`src/rtl/bts_pkg.sv`:
```
`timescale 1ns / 1ps
// Shared types and constants of the bilinear texture sampler.
// Used by every module of the block; depends on nothing.
package bts_pkg;

  localparam int unsigned FRAC_BITS = 8;
  localparam int unsigned COORD_W   = 16;
  localparam int unsigned IDX_W     = 16;
  localparam int unsigned CH_W      = 8;
  localparam int unsigned DIM_W     = 9;
  localparam int unsigned OUT_W     = 16;
  localparam int unsigned WT_W      = 2 * FRAC_BITS + 1;
  localparam int unsigned PROD_W    = WT_W + CH_W;
  localparam int unsigned SUM_W     = PROD_W + 2;
  localparam int unsigned APB_AW    = 3;
  localparam int unsigned APB_DW    = 32;

  localparam logic [FRAC_BITS:0] ONE = (FRAC_BITS + 1)'(1) << FRAC_BITS;
  localparam logic [DIM_W-1:0] DIM_RESET = DIM_W'(256);

  typedef enum logic {
    OP_WRITE  = 1'b0,
    OP_SAMPLE = 1'b1
  } op_e;

  typedef enum logic {
    REG_TEX_WIDTH  = 1'b0,
    REG_TEX_HEIGHT = 1'b1
  } reg_idx_e;

  typedef struct packed {
    logic [CH_W-1:0] red;
    logic [CH_W-1:0] green;
    logic [CH_W-1:0] blue;
  } rgb_t;

  typedef rgb_t [3:0] quad_t;

  typedef struct packed {
    logic                      oob;
    logic [3:0][WT_W-1:0]      wt;
  } samp_t;

endpackage

```
`src/rtl/bts_filter.sv`:
```
`timescale 1ns / 1ps
// Filter stages: weighted products per channel, then sum and output register.
// Depends on bts_pkg.
module bts_filter (
  input  logic                       clk_i,
  input  logic                       rst_ni,
  input  logic                       s2_valid_i,
  output logic                       s2_ready_o,
  input  bts_pkg::quad_t             s2_quad_i,
  input  bts_pkg::samp_t             s2_samp_i,
  output logic                       out_valid_o,
  input  logic                       out_ready_i,
  output logic [bts_pkg::OUT_W-1:0]  red_out_o,
  output logic [bts_pkg::OUT_W-1:0]  green_out_o,
  output logic [bts_pkg::OUT_W-1:0]  blue_out_o,
  output logic                       out_of_range_o
);

  localparam int unsigned PW = bts_pkg::PROD_W;
  localparam int unsigned SW = bts_pkg::SUM_W;
  localparam int unsigned FB = bts_pkg::FRAC_BITS;
  localparam int unsigned OW = bts_pkg::OUT_W;

  logic                           s3_valid_q, s3_valid_d, s3_ready;
  logic                           out_valid_q, out_valid_d;
  logic [3:0][2:0][bts_pkg::CH_W-1:0] chv;
  logic [2:0][3:0][PW-1:0]        prod_d, prod_q;
  logic                           s3_oob_q;
  logic [2:0][SW-1:0]             sum;
  logic [2:0][OW-1:0]             res_d, res_q;
  logic                           oob_q;

  assign s3_ready    = !out_valid_q || out_ready_i;
  assign s2_ready_o  = !s3_valid_q || s3_ready;
  assign s3_valid_d  = s2_ready_o ? s2_valid_i : s3_valid_q;
  assign out_valid_d = s3_ready ? s3_valid_q : out_valid_q;

  always_comb begin
    for (int k = 0; k < 4; k++) begin
      chv[k][0] = s2_quad_i[k].red;
      chv[k][1] = s2_quad_i[k].green;
      chv[k][2] = s2_quad_i[k].blue;
    end
    for (int c = 0; c < 3; c++) begin
      for (int k = 0; k < 4; k++) begin
        prod_d[c][k] = PW'(s2_samp_i.wt[k]) * PW'(chv[k][c]);
      end
    end
  end

  always_comb begin
    for (int c = 0; c < 3; c++) begin
      sum[c] = SW'(prod_q[c][0]) + SW'(prod_q[c][1])
             + SW'(prod_q[c][2]) + SW'(prod_q[c][3]);
      res_d[c] = s3_oob_q ? '0 : sum[c][FB+OW-1:FB];
    end
  end

  always_ff @(posedge clk_i or negedge rst_ni) begin
    if (!rst_ni) begin
      s3_valid_q  <= 1'b0;
      out_valid_q <= 1'b0;
    end else begin
      s3_valid_q  <= s3_valid_d;
      out_valid_q <= out_valid_d;
    end
  end

  always_ff @(posedge clk_i) begin
    if (s2_valid_i && s2_ready_o) begin
      prod_q   <= prod_d;
      s3_oob_q <= s2_samp_i.oob;
    end
    if (s3_valid_q && s3_ready) begin
      res_q <= res_d;
      oob_q <= s3_oob_q;
    end
  end

  assign out_valid_o    = out_valid_q;
  assign red_out_o      = res_q[0];
  assign green_out_o    = res_q[1];
  assign blue_out_o     = res_q[2];
  assign out_of_range_o = oob_q;

endmodule

```
`config.mk`:
```
export PLATFORM = sky130hd
export DESIGN_NAME = bts_filter
export DESIGN_NICKNAME = d
export VERILOG_FILES = /design/src/rtl/bts_pkg.sv /design/src/rtl/bts_filter.sv
export SDC_FILE = /design/constraint.sdc
export NUM_CORES = 2
export LEC_CHECK = 0
export BUFFER_PORTS_ARGS = -buffer_cell sky130_fd_sc_hd__buf_2
export CORE_AREA = 3 3 285 399
export DETAILED_ROUTE_END_ITERATION = 12
export DIE_AREA = 0 0 288 402
export MAX_ROUTING_LAYER = met4
export PLACE_DENSITY = 0.81
export SETUP_SLACK_MARGIN = 0.5
export SLEW_MARGIN = 20
export SYNTH_ARGS = -nofsm -noshare
export SYNTH_HDL_FRONTEND = slang
export SYNTH_SLANG_ARGS = --single-unit
```
`constraint.sdc`:
```
create_clock -name clk_i -period 23.2 [get_ports clk_i]
set_input_delay 2.32 -clock clk_i [delete_from_list [all_inputs] [get_ports clk_i]]
set_output_delay 2.32 -clock clk_i [all_outputs]
set_load 0.02 [all_outputs]
```
* Word-level counts from Yosys, hierarchy flattened *
Cells that the tools add are included.

word-level totals
  word-level logic and storage cells = 46
  flip-flop bits (word level) = 340
  bits of input ports = 169
  output and inout port bits = 51

cells by class
  add/subtract/negate cells = 9
  $mul = 12
  reduce and logical (&&, ||, !) cells = 6

operator list
  kind                         number
  multiplier 17 x 8 -> 24 bit  12
  adder 24 bit                 9
  logical AND 1 bit            2
  zero test 1 bit              2
  logical OR 1 bit             2

* Depth between registers and ports, before layout *
  depth after elaboration = 4
  mapped depth = 19
  depth with buffers taken out = 18

* Worst setup path before layout *
OpenSTA, ideal clock, no wires.

  path kind = input to register
  from = in out_ready_i
  to = reg prod_q[0] in the netlist's numbering (enable)
  path slack = 13345 ps
  data required time = 22514 ps
  cell stages on the path = 2
  buffers on the path = 0
  setup time = 686 ps
  arrival time = 9169 ps
  path through = nand3b_1 -> and2_1

between the ends
  word-level cells in the longest chain between the ends = 3

ends and longest elaborated chain
  element               line              text
  from (decl)           bts_filter.sv:12  input logic out_ready_i,
  logical OR 1 bit      bts_filter.sv:33  assign s3_ready = !out_valid_q || out_ready_i;
  logical OR 1 bit      bts_filter.sv:34  assign s2_ready_o = !s3_valid_q || s3_ready;
  logical AND 1 bit     bts_filter.sv:70  if (s2_valid_i && s2_ready_o) begin
  to (signal assigned)  bts_filter.sv:71  prod_q <= prod_d;
  to (decl)             bts_filter.sv:27  logic [2:0][3:0][PW-1:0] prod_d, prod_q;

No other way between the ends.
A chain may end at the register's enable or synchronous reset.

==> impl_metrics.tcl <==
set metrics [dict create \
    finalSetupViolations 0 \
    fin_crit_sh 0.296 \
    cts_setup_buffers 0 \
    cts_root_buffer "clkbuf_16" \
    area_growth_pct 5.05 \
    yosys.area.top_type "fa_1" \
    synth.most_common_cell "and2_1" \
    htreeDepth 2 \
    clockBufferDepth 3 \
    gr-usage-all-layers 0.314 \
    clkTransAtPathRegs_ns 0.07 \
    die_w_um 288 \
    drt_first_pass_iters 5 \
    final_max_slew_viol_count 0 \
    cts-resized-gates 0 \
    r2r-start "prod_q[3]" \
    hold_viol_final 0 \
    die-area_mm2 0.116 \
    synthAdderAreaFrac 0.475 \
    met2_length_um 82900 \
    hold_class "flop to flop" \
    path_max_fanout 24 \
    drt-vias-per-instance 5.73 \
    rows 144 \
    drt_iter0_drc 3137 \
    worstPathArrival_ns 7.21 \
    clock_skew_ns 0.0194 \
    required_ns 23.53 \
    netlist_area_mm2 0.0659 \
    synth_mux_area_frac 0.000323 \
    clock.fmax_mhz 145 \
    grt_pass1_wl_um 274000 \
    finalCriticalPeriod_ns 6.88 \
    async_flop_share 0.00588 \
    synth_top_family_by_area "adder cells" \
    clk_latency_ns 0.59 \
    antenna_found_initial 29 \
    place.port_buffers 219 \
    die_h_um 402 \
    post_drt_wl_per_cell_um 20.8 \
    crit_top_cell "fa_1" \
    ys_ff_latch 340 \
    path_cells "buf_2, and2_1, fa_1, fa_1, fa_1, inv_1, fa_1, inv_1, ha_1, a211o_1, or3_1, a311o_1, nand2_1, o21ai_2, or3_1, and4_4, a211o_1" \
    wl_met1_um 62700 \
    synth_cell_types 79 \
    status "complete, no violations" \
    maxCapViolations 0 \
    drive_gt1_frac 0.0465 \
    yosysSeqAreaShare 0.155 \
    worstSetupPathType "primary input to flop" \
    top_layer "met4" \
    hp-start "s3_valid_q" \
    cts_hold_buf 0 \
    synth_fp_nets 8603 \
    setup_tns_ns 0 \
    worstMarginPinSlew_ns 1.08 \
    ioPinCount 220 \
    antenna_left 0 \
    synth_cells 6652 \
    crit_path_start_kind "primary input" \
    grt_max_degree 195 \
    synth_top_area_frac 0.365 \
    vias 46900 \
    syn_avg_cell_area_um2 9.91 \
    crit_start "s2_samp_i[41]" \
    maxSlewHeadroom 0.282 \
    drcViolationCount 0 \
    synth_xor_area_frac 0.0421 \
    worst_path_max_delay_cell "fa_1" \
    synth_warnings 0 \
    met3_length_um 12600 \
    synth_common_cells "and2_1 (1341), fa_1 (1203), inv_1 (1164), ha_1 (579), nand2_1 (408)" \
    finalNetCount 8613 \
    cpPeakStageDelay_ns 0.53 \
    wl_um 170000 \
    start_util 0.598 \
    dpl.hpwl_um 135000 \
    grt-ovfl-total 0 \
    synth_flop_cell "edfxtp_1" \
    utilization 0.628 \
    cts_sinks 340 \
    endpoint_kind "flop" \
    synth_edf_count 338 \
    synth.area.top_cells "fa_1 (37%), edfxtp_1 (15%), and2_1 (13%)" \
    cts_tree "built" \
    grt_pass1_vias 51200 \
    synth_compound_area_frac 0.0673 \
    routabilityCongestion 0.977 \
    core_mm2 0.110 \
    cts_made_buffers 36 \
    rsz0062_at_grt "false" \
    yosys.area_share.simple 0.180 \
]
==> final cells by class <==
cell class	count	area, µm²
Inverter	1164	4370
Fill cell	8830	41000
Clock inverter	25	322
Tap cell	1460	1830
Sequential cell	340	10200
Antenna cell	27	67.6
Multi-Input combinational cell	4898	50400
Timing Repair Buffer	222	1130
Clock buffer	40	916
==> critical path, delay by kind of cell <==
| family | cells | cell delay (ns) |
|---|---|---|
| adder cells (fa/ha/maj) | 5 | 2.29 |
| AND/OR/NAND/NOR | 5 | 1.17 |
| AO/OA/AOI/OAI | 4 | 0.94 |
| buffers and inverters | 3 | 0.48 |
==> layer usage <==
layer	track usage	vias up
li1	-	20700
met1	0.368	24000
met3	0.0514	504
met4	0.188	0
met2	0.508	1701
met5	-	-
==> logic make-up (layout without fill, tap and decap cells) <==
| kind of cell | after synthesis | count (layout) |
|---|---|---|
| AO/OA/AOI/OAI | 666 | 666 |
| XOR/XNOR | 317 | 317 |
| adder cells (fa/ha/maj) | 1782 | 1782 |
| buffers and inverters | 1414 | 1451 |
| flip-flops | 340 | 340 |
| multiplexers | 2 | 2 |
| other | 0 | 27 |
| AND/OR/NAND/NOR | 2131 | 2131 |
==> cell usage in the layout (no fill, tap or decap), types with 9 or more instances in the layout <==
cell	count
a31oi_1	19
and3_1	13
fa_1	1203
buf_2	219
a211o_1	9
o211ai_1	18
and2_1	1339
o21ai_0	54
or3_1	16
nand2b_1	30
ha_1	579
clkbuf_16	36
o31ai_1	10
xnor2_1	228
diode_2	27
nand3_1	35
a21o_1	128
o21bai_1	28
xor2_1	89
inv_1	1164
nand2_1	408
o21ai_1	44
nor3_1	33
or2_2	9
edfxtp_1	338
a21oi_1	197
nand4_1	21
nor2_1	169
o21a_1	48
a211oi_1	18
nor2b_1	30
==> sequential cells by signal, indices dropped and copies added (netlist names) <==
name            flops
prod_q            288
blue_out_o         16
green_out_o        16
red_out_o          16
out_of_range_o      1
out_valid_o         1
s3_oob_q            1
s3_valid_q          1
==> through the flow <==
step | instance area, µm² | std cells | setup WS (ns) | hold slack, ns
detailed placement | 67900 | 8084 | 15.76 | 0.487
finish | 69200 | 8176 | 16.32 | 0.506
CTS | 69200 | 8149 | 16.38 | 0.508
global placement | 67900 | 8084 | 15.88 | 0.472
global route | 69200 | 8172 | 16.13 | 0.537
floorplan | 65900 | 6652 | 13.35 | 0.449
==> final timing paths <==
path | depth (start not counted) | to | slack (ns)
max in group asynchronous | 1 | out_valid_o | 21.60
min reg2reg | 1 | out_valid_o | 0.51
min | 1 | out_valid_o | 0.51
min in group asynchronous | 1 | s3_valid_q | 1.50
max reg2reg | 11 | red_out_o[7] | 18.89
max | 17 | prod_q[73] | 16.32
Power is not shown: default switching activity piles up to over one toggle a cycle in this logic, so the estimate is an artifact.
